<file path="src/rtl/swcb_pkg.sv">
`default_nettype none

package swcb_pkg;

  // ring depth default
  localparam int RING_BUCKETS_DEF = 64;

  // field and register widths
  localparam int REQ_W      = 2;
  localparam int TIME_W     = 32;
  localparam int MODE_W     = 2;
  localparam int WIN_W      = 6;
  localparam int TRIP_W     = 16;
  localparam int CFG_IDX_W  = 2;
  localparam int CFG_DATA_W = 16;
  localparam int BUCKET_W   = 16;

  localparam logic [BUCKET_W-1:0] BUCKET_MAX = '1;

  // request codes
  localparam logic [REQ_W-1:0] REQ_CHECK   = 2'd0;
  localparam logic [REQ_W-1:0] REQ_SUCCESS = 2'd1;
  localparam logic [REQ_W-1:0] REQ_FAILURE = 2'd2;

  // breaker modes
  localparam logic [MODE_W-1:0] MODE_CLOSED = 2'd0;
  localparam logic [MODE_W-1:0] MODE_OPEN   = 2'd1;
  localparam logic [MODE_W-1:0] MODE_HALF   = 2'd2;

  // configuration register indexes
  localparam logic [CFG_IDX_W-1:0] CFG_WINDOW_SECONDS = 2'd0;
  localparam logic [CFG_IDX_W-1:0] CFG_TRIP_FAILURES  = 2'd1;

  // configuration reset values
  localparam logic [WIN_W-1:0]  WINDOW_SECONDS_RST = 6'd10;
  localparam logic [TRIP_W-1:0] TRIP_FAILURES_RST  = 16'd20;

  // half-open limits
  localparam int HALF_FAIL_LIMIT = 5;
  localparam int HALF_SUCC_LIMIT = 10;

endpackage

`default_nettype wire

</file>
<file path="src/rtl/sliding_window_circuit_breaker_unit.sv">
// Sliding-window circuit breaker. Each request carries a type (check, success report,
// failure report) and the time in seconds; the unit keeps a ring of RING_BUCKETS
// one-second buckets of success and failure counts in a single-port-write memory, plus
// running totals, and answers every request with one result (allowed, mode). Requests
// are handled one at a time by a small sequencer around one shared 32-bit subtractor:
// it takes the gap to the window start, decides on expiry, computes the expiry count and
// for each expired bucket reads the memory and subtracts it from the totals; then it forms
// the current bucket index, brings it back into the ring by ring-size subtraction (at most
// one unless RING_BUCKETS is below the window length), takes the gap to the last update,
// steps the mode, reads and writes the bucket and loads the result register. A request
// is accepted only in the idle state, never before the last one is finished, and a result
// still stalled in the output register holds the sequencer in its last state. A full
// clear only resets the per-bucket valid bits, so there is no clearing pass after reset.
// in_stall is high while a request is in progress; a finished result waits in the output
// register while the next request is taken. Configuration writes are always accepted
// (cfg_ready high) and must only be issued while the unit is idle.
`default_nettype none

module sliding_window_circuit_breaker_unit #(
  parameter int RING_BUCKETS = swcb_pkg::RING_BUCKETS_DEF
) (
  input  wire logic                            clk,
  input  wire logic                            rst,
  // request channel
  input  wire logic                            in_valid,
  output logic                                 in_stall,
  input  wire logic [swcb_pkg::REQ_W-1:0]      req_type,
  input  wire logic [swcb_pkg::TIME_W-1:0]     now_seconds,
  // result channel
  output logic                                 out_valid,
  input  wire logic                            out_stall,
  output logic                                 allowed,
  output logic [swcb_pkg::MODE_W-1:0]          mode,
  // configuration write channel
  input  wire logic                            cfg_valid,
  output logic                                 cfg_ready,
  input  wire logic [swcb_pkg::CFG_IDX_W-1:0]  cfg_index,
  input  wire logic [swcb_pkg::CFG_DATA_W-1:0] cfg_data
);

  // ring index, expiry count, wrap-sum and total widths
  localparam int IW = $clog2(RING_BUCKETS);
  localparam int CW = IW + 1;
  localparam int SW = ((IW > swcb_pkg::WIN_W) ? IW : swcb_pkg::WIN_W) + 1;
  localparam int TW = swcb_pkg::BUCKET_W + IW;
  localparam int BW = swcb_pkg::BUCKET_W;
  localparam int TMW = swcb_pkg::TIME_W;

  localparam logic [TMW-1:0]  RING_T    = TMW'(RING_BUCKETS);
  localparam logic [SW-1:0]   RING_S    = SW'(RING_BUCKETS);
  localparam logic [IW-1:0]   LAST_IDX  = IW'(RING_BUCKETS - 1);
  localparam logic [TW-1:0]   HALF_FAIL = TW'(swcb_pkg::HALF_FAIL_LIMIT);
  localparam logic [TW-1:0]   HALF_SUCC = TW'(swcb_pkg::HALF_SUCC_LIMIT);

  // sequencer states
  localparam logic [3:0] S_IDLE = 4'd0;
  localparam logic [3:0] S_GAP  = 4'd1;
  localparam logic [3:0] S_DEC  = 4'd2;
  localparam logic [3:0] S_ADV  = 4'd3;
  localparam logic [3:0] S_XRD  = 4'd4;
  localparam logic [3:0] S_XSUB = 4'd5;
  localparam logic [3:0] S_CUR  = 4'd6;
  localparam logic [3:0] S_WRAP = 4'd7;
  localparam logic [3:0] S_LUT  = 4'd8;
  localparam logic [3:0] S_MODE = 4'd9;
  localparam logic [3:0] S_RD   = 4'd10;
  localparam logic [3:0] S_WR   = 4'd11;
  localparam logic [3:0] S_OUT  = 4'd12;

  logic [3:0] state;

  // configuration
  logic [swcb_pkg::WIN_W-1:0]  window_seconds;
  logic [swcb_pkg::TRIP_W-1:0] trip_failures;

  // latched request
  logic [swcb_pkg::REQ_W-1:0] req_q;
  logic [TMW-1:0]             now_q;

  // breaker state
  logic [TW-1:0]              window_failures;
  logic [TW-1:0]              window_successes;
  logic [IW-1:0]              oldest_bucket;
  logic [IW-1:0]              current_bucket;
  logic [TMW-1:0]             window_start_time;
  logic [TMW-1:0]             last_update_time;
  logic [swcb_pkg::MODE_W-1:0] breaker_mode;

  // sequencer working registers
  logic [TMW-1:0] gap_q;
  logic [TMW-1:0] lgap_q;
  logic           lborrow_q;
  logic [CW-1:0]  cnt;
  logic [SW-1:0]  sum_q;

  // bucket memory: {failures, successes}, valid bit per bucket
  logic [2*BW-1:0]         mem [RING_BUCKETS];
  logic [RING_BUCKETS-1:0] vld;
  logic [2*BW-1:0]         rd_data;
  logic                    rd_vld;
  logic                    mem_we;
  logic [IW-1:0]           mem_waddr;
  logic [IW-1:0]           mem_raddr;
  logic [2*BW-1:0]         mem_wdata;

  // shared subtractor
  logic [TMW-1:0] su_a;
  logic [TMW-1:0] su_b;
  logic [TMW:0]   su_diff;

  logic [TMW-1:0] win_t;
  logic [TMW-1:0] win3_t;
  logic           mode_hold;
  logic           clr;
  logic [swcb_pkg::MODE_W-1:0] clr_mode;

  logic [BW-1:0] cur_s;
  logic [BW-1:0] cur_f;
  logic          inc_s;
  logic          inc_f;

  assign in_stall  = (state != S_IDLE);
  assign cfg_ready = 1'b1;

  assign win_t  = TMW'(window_seconds);
  assign win3_t = TMW'({window_seconds, 1'b0}) + win_t;

  // operand selection for the one subtractor
  always_comb begin
    su_a = now_q;
    su_b = window_start_time;
    unique case (state)
      S_ADV: begin
        // adv = gap - (w - 1); w is nonzero on this path
        su_a = gap_q;
        su_b = TMW'(window_seconds - swcb_pkg::WIN_W'(1));
      end
      S_LUT: begin
        su_b = last_update_time;
      end
      default: begin
        su_a = now_q;
        su_b = window_start_time;
      end
    endcase
    su_diff = {1'b0, su_a} - {1'b0, su_b};
  end

  // open hold: time went back, or still inside the window since the last update
  assign mode_hold = (breaker_mode == swcb_pkg::MODE_OPEN) &&
                     (lborrow_q || (lgap_q <= win_t));

  // full clear requests and the mode they leave behind
  always_comb begin
    clr      = 1'b0;
    clr_mode = swcb_pkg::MODE_CLOSED;
    unique case (state)
      S_GAP: begin
        // time went backwards past the window start
        clr = su_diff[TMW];
      end
      S_DEC: begin
        // gap of three windows or the whole ring
        clr = (gap_q >= win_t) && ((gap_q >= win3_t) || (gap_q >= RING_T));
      end
      S_MODE: begin
        if (!mode_hold) begin
          priority if (breaker_mode == swcb_pkg::MODE_CLOSED) begin
            clr      = (window_failures >= TW'(trip_failures));
            clr_mode = swcb_pkg::MODE_OPEN;
          end else if (breaker_mode == swcb_pkg::MODE_HALF) begin
            if (window_failures > HALF_FAIL) begin
              clr      = 1'b1;
              clr_mode = swcb_pkg::MODE_OPEN;
            end else if (window_successes > HALF_SUCC) begin
              clr      = 1'b1;
              clr_mode = swcb_pkg::MODE_CLOSED;
            end
          end else begin
            // open hold is over
            clr      = 1'b1;
            clr_mode = swcb_pkg::MODE_HALF;
          end
        end
      end
      default: begin
        clr = 1'b0;
      end
    endcase
  end

  // bucket update for the report, counts saturate
  assign cur_s = rd_vld ? rd_data[BW-1:0] : '0;
  assign cur_f = rd_vld ? rd_data[2*BW-1:BW] : '0;
  assign inc_s = (req_q == swcb_pkg::REQ_SUCCESS) && (cur_s != swcb_pkg::BUCKET_MAX);
  assign inc_f = (req_q == swcb_pkg::REQ_FAILURE) && (cur_f != swcb_pkg::BUCKET_MAX);

  assign mem_we    = (state == S_WR) && (inc_s || inc_f);
  assign mem_waddr = current_bucket;
  assign mem_wdata = {(inc_f ? cur_f + BW'(1) : cur_f), (inc_s ? cur_s + BW'(1) : cur_s)};
  assign mem_raddr = (state == S_XRD) ? oldest_bucket : current_bucket;

  // bucket memory, registered read
  always_ff @(posedge clk) begin
    if (mem_we) begin
      mem[mem_waddr] <= mem_wdata;
    end
    rd_data <= mem[mem_raddr];
  end

  always_ff @(posedge clk) begin
    if (rst) begin
      state             <= S_IDLE;
      window_seconds    <= swcb_pkg::WINDOW_SECONDS_RST;
      trip_failures     <= swcb_pkg::TRIP_FAILURES_RST;
      window_failures   <= '0;
      window_successes  <= '0;
      oldest_bucket     <= '0;
      current_bucket    <= '0;
      window_start_time <= '0;
      last_update_time  <= '0;
      breaker_mode      <= swcb_pkg::MODE_CLOSED;
      vld               <= '0;
      rd_vld            <= 1'b0;
      cnt               <= '0;
      out_valid         <= 1'b0;
    end else begin
      rd_vld <= vld[mem_raddr];

      // result taken; a new one loaded in S_OUT replaces it there
      if (out_valid && !out_stall && (state != S_OUT)) begin
        out_valid <= 1'b0;
      end

      if (cfg_valid && cfg_ready) begin
        unique case (cfg_index)
          swcb_pkg::CFG_WINDOW_SECONDS: window_seconds <= cfg_data[swcb_pkg::WIN_W-1:0];
          swcb_pkg::CFG_TRIP_FAILURES:  trip_failures  <= cfg_data[swcb_pkg::TRIP_W-1:0];
          default: begin
          end
        endcase
      end

      unique case (state)
        S_IDLE: begin
          if (in_valid) begin
            req_q <= req_type;
            now_q <= now_seconds;
            state <= S_GAP;
          end
        end
        S_GAP: begin
          // after a clear the window starts now
          gap_q <= su_diff[TMW] ? '0 : su_diff[TMW-1:0];
          state <= S_DEC;
        end
        S_DEC: begin
          if ((gap_q < win_t) || clr) begin
            state <= S_CUR;
          end else begin
            state <= S_ADV;
          end
        end
        S_ADV: begin
          // gap is below the ring size here, so the count fits
          cnt   <= su_diff[CW-1:0];
          state <= S_XRD;
        end
        S_XRD: begin
          state <= S_XSUB;
        end
        S_XSUB: begin
          // expire the oldest bucket
          if (rd_vld) begin
            window_failures  <= window_failures - TW'(rd_data[2*BW-1:BW]);
            window_successes <= window_successes - TW'(rd_data[BW-1:0]);
          end
          vld[oldest_bucket] <= 1'b0;
          oldest_bucket      <= (oldest_bucket == LAST_IDX) ? '0 : oldest_bucket + IW'(1);
          window_start_time  <= window_start_time + TMW'(1);
          cnt                <= cnt - CW'(1);
          state              <= (cnt == CW'(1)) ? S_CUR : S_XRD;
        end
        S_CUR: begin
          // offset from the window start is below the window length
          sum_q <= SW'(oldest_bucket) + SW'(su_diff[swcb_pkg::WIN_W-1:0]);
          state <= S_WRAP;
        end
        S_WRAP: begin
          // reduce modulo the ring size, one subtraction per cycle
          if (sum_q >= RING_S) begin
            sum_q <= sum_q - RING_S;
          end else begin
            state <= S_LUT;
          end
        end
        S_LUT: begin
          lgap_q    <= su_diff[TMW-1:0];
          lborrow_q <= su_diff[TMW];
          state     <= S_MODE;
        end
        S_MODE: begin
          // a mode change below sets both itself
          if (!mode_hold && !clr) begin
            last_update_time <= now_q;
            current_bucket   <= sum_q[IW-1:0];
          end
          state <= S_RD;
        end
        S_RD: begin
          state <= S_WR;
        end
        S_WR: begin
          if (inc_s) begin
            window_successes <= window_successes + TW'(1);
          end
          if (inc_f) begin
            window_failures <= window_failures + TW'(1);
          end
          if (mem_we) begin
            vld[current_bucket] <= 1'b1;
          end
          state <= S_OUT;
        end
        S_OUT: begin
          // result register free or draining this cycle
          if (!out_valid || !out_stall) begin
            out_valid <= 1'b1;
            allowed   <= (breaker_mode != swcb_pkg::MODE_OPEN);
            mode      <= breaker_mode;
            state     <= S_IDLE;
          end
        end
        default: begin
          state <= S_IDLE;
        end
      endcase

      // full clear, also on a mode change
      if (clr) begin
        vld               <= '0;
        window_failures   <= '0;
        window_successes  <= '0;
        oldest_bucket     <= '0;
        current_bucket    <= '0;
        window_start_time <= now_q;
        last_update_time  <= now_q;
        breaker_mode      <= clr_mode;
      end
    end
  end

  // result fields agree with each other
  a_allowed_mode: assert property (@(posedge clk) disable iff (rst)
    out_valid |-> (allowed == (mode != swcb_pkg::MODE_OPEN)))
    else $error("allowed disagrees with mode");

  // expiry never runs with an empty count
  a_expire_cnt: assert property (@(posedge clk) disable iff (rst)
    (state == S_XSUB) |-> (cnt != '0))
    else $error("bucket expiry with zero count");

  // a full clear leaves empty totals and the ring at its start
  a_clear: assert property (@(posedge clk) disable iff (rst)
    clr |=> ((window_failures == '0) && (window_successes == '0) &&
             (oldest_bucket == '0) && (vld == '0)))
    else $error("full clear left state behind");

  // ring pointers stay inside the ring
  a_oldest_range: assert property (@(posedge clk) disable iff (rst)
    (oldest_bucket <= LAST_IDX) && (current_bucket <= LAST_IDX))
    else $error("bucket index outside the ring");

endmodule

`default_nettype wire

</file>
<file path="config.mk">
export PLATFORM = sky130hd
export DESIGN_NAME = sliding_window_circuit_breaker_unit
export DESIGN_NICKNAME = d
export VERILOG_FILES = /design/src/rtl/swcb_pkg.sv /design/src/rtl/sliding_window_circuit_breaker_unit.sv
export SDC_FILE = /design/constraint.sdc
export NUM_CORES = 2
export LEC_CHECK = 0
export BUFFER_PORTS_ARGS = -buffer_cell sky130_fd_sc_hd__clkbuf_2
export CORE_MARGIN = 4
export CORE_UTILIZATION = 30
export DETAILED_ROUTE_END_ITERATION = 8
export HOLD_SLACK_MARGIN = 0.12
export SYNTH_ARGS = -nofsm -noshare
export SYNTH_HDL_FRONTEND = slang
export SYNTH_SLANG_ARGS = --single-unit
</file>
<file path="constraint.sdc">
create_clock -name clk -period 5.5 [get_ports clk]
set_clock_uncertainty 0.05 [all_clocks]
set_input_delay 1.1 -clock clk [delete_from_list [all_inputs] [get_ports clk]]
set_output_delay 1.1 -clock clk [all_outputs]
set_load 0.02 [all_outputs]
</file>
Yosys cells after proc, flatten, opt, wreduce, memory -nomap -nowiden
Memory sizes are Yosys's and may differ from the RTL's. A register that Yosys moved wholly into a read port is not among the register bits.
Index checks and enable logic that the tools add are counted.
Widths: inputs -> output; s select.
{"block": "word_totals", "ff_bits": 330, "latchBits": 0, "ram_bits": 2048, "rom_bits": 0, "input_bits": 57, "out_inout_bits": 6, "word_cells": 181, "memories": 1}
{"block": "op_classes", "addsub": 14, "multipliers": 0, "div_mod_pow": 0, "magnitude_cmp": 14, "eq_ne": 31, "shift": 0, "n_mux": 52, "bitwise_logic": 4, "reduce_logical": 43}
{"memory": "mem", "words": 64, "width": 32, "read_ports": 1, "rd_ports_with_merged_regs": 1, "write_ports": 1, "line_no": "sliding_window_circuit_breaker_unit.sv:97", "text": "logic [2*BW-1:0] mem [RING_BUCKETS];"}
{"op": "$mux 32", "n": 6}
{"op": "$pmux 64 s2", "n": 1}
{"op": "$mux 22", "n": 4}
{"op": "$pmux 22 s2", "n": 2}
{"op": "$and 64x64->64", "n": 1}
{"op": "$mux 16", "n": 4}
{"op": "$mux 64", "n": 1}
{"op": "$not 64->64", "n": 1}
{"op": "$or 64x64->64", "n": 1}
{"op": "$pmux 32 s2", "n": 1}
{"op": "$pmux 4 s13", "n": 1}
{"op": "$add 22x1->22 const B", "n": 2}
{"op": "$sub 22x16->22", "n": 2}
{"op": "$sub 32x32->33", "n": 1}
{"op": "$add 16x1->16 const B", "n": 2}
{"op": "$add 32x1->32 const B", "n": 1}
{"op": "$ge 32x6->1", "n": 1}
{"op": "$ge 32x7->1 const B", "n": 1}
{"op": "$ge 32x8->1", "n": 1}
{"op": "$le 32x6->1", "n": 1}
{"op": "$lt 32x6->1", "n": 1}
{"op": "$ne 16x16->1 const B", "n": 2}
{"op": "$pmux 7 s2", "n": 2}
{"op": "$ge 22x16->1", "n": 1}
{"op": "other kinds (42)", "n": 117}

Depth between registers and ports, before layout
{"block": "logic_depth", "ltp_word": 12, "mapped_depth": 21, "mapped_depth_nobuf": 19}

Worst setup path after synthesis
OpenSTA, ideal clock, no wires.
{"block": "synth_timing", "kind": "reg2reg", "from": "register rd_vld", "to": "memory mem[0][26] in the netlist's numbering (data pin)", "setup_time_ns": 0.724, "arrival_time_ns": 5.039, "required_time_ns": 4.726, "slack_ns": -0.312, "path_stages_with_launch": 13, "n_path_buf": 2, "synth_period_minus_slack_ns": 5.812, "cell_sequence": "dfxtp_1 clkbuf_1 clkbuf_1 and2_1 ha_1 nand4_1 nor3_1 nand3_1 o21ai_1 nor2_1 nand4_1 o21ai_0 a21boi_0"}
{"block": "synth_via", "elab_chain_cells": 4, "elab_cells_between_ends": 5}
{"item": "start, declared", "line_no": "sliding_window_circuit_breaker_unit.sv:100", "text": "logic rd_vld;"}
{"item": "start signal, assigned", "line_no": "sliding_window_circuit_breaker_unit.sv:228", "text": "rd_vld <= vld[mem_raddr];"}
{"item": "$mux 16 *", "line_no": "sliding_window_circuit_breaker_unit.sv:194", "text": "assign cur_f = rd_vld ? rd_data[2*BW-1:BW] : '0;"}
{"item": "branches (longest 2 deep; another with $add 16x1->16)"}
{"item": "$mux 16 *", "line_no": "sliding_window_circuit_breaker_unit.sv:200", "text": "assign mem_wdata = {(inc_f ? cur_f + BW'(1) : cur_f), (inc_s ? cur_s + BW'(1) : cur_s)};"}
{"item": "via mem_wdata[26]", "line_no": "sliding_window_circuit_breaker_unit.sv:104", "text": "logic [2*BW-1:0] mem_wdata;"}
{"item": "end, declared", "line_no": "sliding_window_circuit_breaker_unit.sv:97"}
Mark *: on every way through the listed nets, which the timed path passes.

Worst setup path after layout
{"block": "layout_timing", "from": "register state[2]", "to": "register rd_data[31], read port of mem"}
{"block": "layout_via", "elab_chain_cells": 2}
{"item": "start, declared", "line_no": "sliding_window_circuit_breaker_unit.sv:70", "text": "logic [3:0] state;"}
{"item": "start signal, assigned", "line_no": "sliding_window_circuit_breaker_unit.sv:282", "text": "state <= (cnt == CW'(1)) ? S_CUR : S_XRD;"}
{"item": "$eq 4x3->1", "line_no": "sliding_window_circuit_breaker_unit.sv:201", "text": "assign mem_raddr = (state == S_XRD) ? oldest_bucket : current_bucket;"}
{"item": "$mux 6", "line_no": "sliding_window_circuit_breaker_unit.sv:201"}
{"item": "end, declared", "line_no": "sliding_window_circuit_breaker_unit.sv:99", "text": "logic [2*BW-1:0] rd_data;"}
No other way between the ends.
A chain may end at the register's enable or synchronous reset.

==> impl_metrics.toml <==
[clock_network]
cts_tree = "yes"
clk_pin_slew_worst_paths_ns = 0.07
hold_buffers = 0
clockBufferDepth = 4
insertion_delay_ns = 0.89
htree_levels = 4
cts-buffers-inserted = 231
cts.sinks = 2410
cts_root_buffer = "clkbuf_16"

[sta]
setup_viol = 0
timing.fmax_mhz = 192
fin_crit_ns = 5.21
setup_tns_ns = 0
post-route-period-util_pct = 94.8
worstMarginPinSlew_ns = 1.42
hold_ws_ns = 0.360
slew_viol_final = 0
setup_ws_ns = 0.287
finalHoldViolations = 0
rsz0062_at_grt = "no"
slew-limit-headroom_pct = 3.04

[hold_path]
min_delay_path_depth = 1
worstHoldStart = "now_seconds[15]"
min_path_type = "in2reg"

[global_routing]
grt_pass1_vias = 56900
grt_pass1_wl_um = 395000
grtUsageTotal_pct = 15.5
grt_max_degree = 87
overflow = 0
antenna_found_initial = 9

[placement]
port_buffers = 61
dp_slack_ns = 0.141
dpl.hpwl_um = 164000
place_area_um2 = 108000
place_congestion = 0.890

[setup_path]
cp_max_fo = 11
crit_chain = "nand2b_4, nor3_2, buf_4, mux2i_4, buf_4, mux4_2, and2_1, a211oi_1, a311oi_1, a211oi_1, a21oi_1"
rr_worst_depth = 11
crit_type = "reg2reg"
worstSetupStartpointType = "register"
critical_path_depth = 11
crit_start = "state[2]$_SDFFE_PP0P_"
worst-path-buf-inv = 2
timing.rr.start = "state[2]$_SDFFE_PP0P_"
slowest_stage = "mux2i_4"
cpLargestDelayFamily = "multiplexers"
cp_data_arrival_time_ns = 5.83
critPathRequiredTime_ns = 6.12
slowest_delay_ns = 1.14
worstSetupEndpointType = "register"

[synthesis]
syn_nets = 6258
synth_xor_area_share_pct = 1.15
synth_cells = 6059
ys_ff_latch = 2410
ys_types = 76
ys_seq_area_share_pct = 69.9
synth_edf_count = 2157
synth-main-ff-cell = "edfxtp_1"
synth_top_family_by_area = "multiplexers"
synthMuxAreaShare_pct = 12.4
synth-simple-area-share_pct = 6.82
yosysWarnings = 0
synth_fa_ha_area_share_pct = 1.82
synth_area_um2 = 99900
synth_compound_area_share_pct = 5.99
avgSynthCellArea_um2 = 16.5
ys_async_sr_fraction_pct = 0

[finish]
layout_common_cells = "edfxtp_1 (2157), nand2_1 (638), mux4_2 (528), a21oi_1 (266), dfxtp_1 (253)"
area_delta_synth_final_pct = 15.3
drive_gt1_share_pct = 20.8
fin_area_um2 = 115000
final_nets = 6498
final_common_cell = "edfxtp_1"

[power]
power_uw = 37400
vdd_drop_max_mv = 0.240
p_leak_uw = 0.0342
power_density_nw_per_um2 = 324

[routing]
dr_total_vias = 56900
drt_iter0_drc = 6061
routed_via_density = 5.24
first_pass_iters = 6
wl_met1_um = 116000
wl_per_cell_um = 25.1
wl_met2_um = 125000
routed.top_layer = "met5"
ant_nets = 0
met3_length_um = 24300
wl_um = 272000
drc_errors = 0

[floorplanning]
coreArea_um2 = 331000
die_h_um = 585
die_width_um = 585
initial_core_util_pct = 30.2
io_pins = 63
row_count = 211
die-area_um2 = 342000

[outcome]
status = "complete, no violations"

[run]
timing.max_cap.violations = 0
[worst reg2reg max path, cell delays in order (launching register included)]
cell and delay, ns:
dfxtp_1 0.56, nand2b_4 0.09, nor3_2 0.15, buf_4 0.30
mux2i_4 1.15, buf_4 0.46, mux4_2 0.52, and2_1 0.17
a211oi_1 0.32, a311oi_1 0.16, a211oi_1 1.05, a21oi_1 0.08
[worst paths after layout]
check	slack, ns	end
worst min register to register	0.42	trip_failures[7]$_SDFFE_PP0P_
worst min-delay path	0.36	now_q[15]$_DFFE_PP_
worst max register to register	0.29	rd_data[31]$_DFF_P_
worst max-delay path	0.29	rd_data[31]$_DFF_P_
[report_power, final]
group	total (uW)	switching [uW]	internal, uW
sequential	20100	172	19900
combinational	1680	1030	654
clock	15600	6890	8690
total	37400	8100	29300
[metrics by stage]
| stage | util [%] | instances |
|---|---|---|
| global placement | 32.6 | 10400 |
| floorplan | - | 6059 |
| finish | 34.8 | 10900 |
| CTS | 34.8 | 10900 |
| global route | 34.8 | 10900 |
| detailed placement | 32.6 | 10400 |
[final cells by class]
| type | count | area (um^2) |
|---|---|---|
| inverter | 78 | 293 |
| multi-input combinational | 3230 | 29000 |
| antenna | 4 | 10.0 |
| fill | 31000 | 216000 |
| clock buffer | 273 | 6100 |
| clock inverter | 146 | 1180 |
| sequential | 2410 | 69800 |
| timing repair buffer | 348 | 3270 |
| tap | 4366 | 5460 |
[per-layer routing]
metal,vias to the layer above,track usage [%]
met2,2304,24.3
li1,24400,-
met5,-,0
met4,2,4.11
met1,29800,21.7
met3,390,3.62
[logic make-up after synthesis]
family	after synthesis
flops	2410
buf+inv	419
compound gates	907
simple gates	1473
other cells	1
mux	576
fa+ha+maj	142
xor+xnor	131
[registers in the layout, summed over array words and instances, names as in the netlist, 7 cells and up]
signal / count
trip_failures: 16
sum_q: 7
lgap_q: 32
cnt: 7
rd_data: 32
window_failures: 22
window_start_time: 32
mem: 2048
last_update_time: 32
window_successes: 22
vld: 64
now_q: 32
gap_q: 32
[Yosys cell counts, types with 8 or more instances]
master	number	area, um^2
nand2b_1	27	169
mux2i_1	42	420
edfxtp_1	2157	64800
xnor2_1	68	596
a31oi_1	91	569
mux4_2	528	11900
xor2_1	63	552
and3_1	22	138
nand2_1	638	2390
nand4_1	29	181
nand3_1	58	290
o211ai_1	13	97.6
dfxtp_1	253	5060
nor3_1	50	250
inv_1	77	289
nor2_1	314	1180
buf_2	83	415
a221oi_1	36	315
nor2b_1	56	350
ha_1	137	1710
buf_1	14	52.6
nand3b_1	14	105
nor4_1	31	194
a21o_1	37	278
and2_1	153	957
or3_1	20	125
nor3b_1	15	113
a311oi_1	68	596
o21a_1	21	158
clkbuf_1	197	739
a211oi_1	194	1460
o31ai_1	8	60.1
a21oi_1	268	1340
or2_2	13	81.3
o21ai_0	105	526
buf_4	40	300
[timing repair]
action	CTS	global route
gates resized for setup	0	1
buffers inserted	0	1
setup endpoints to repair	0	125
Note: power is estimated with default switching activity, not from simulation.
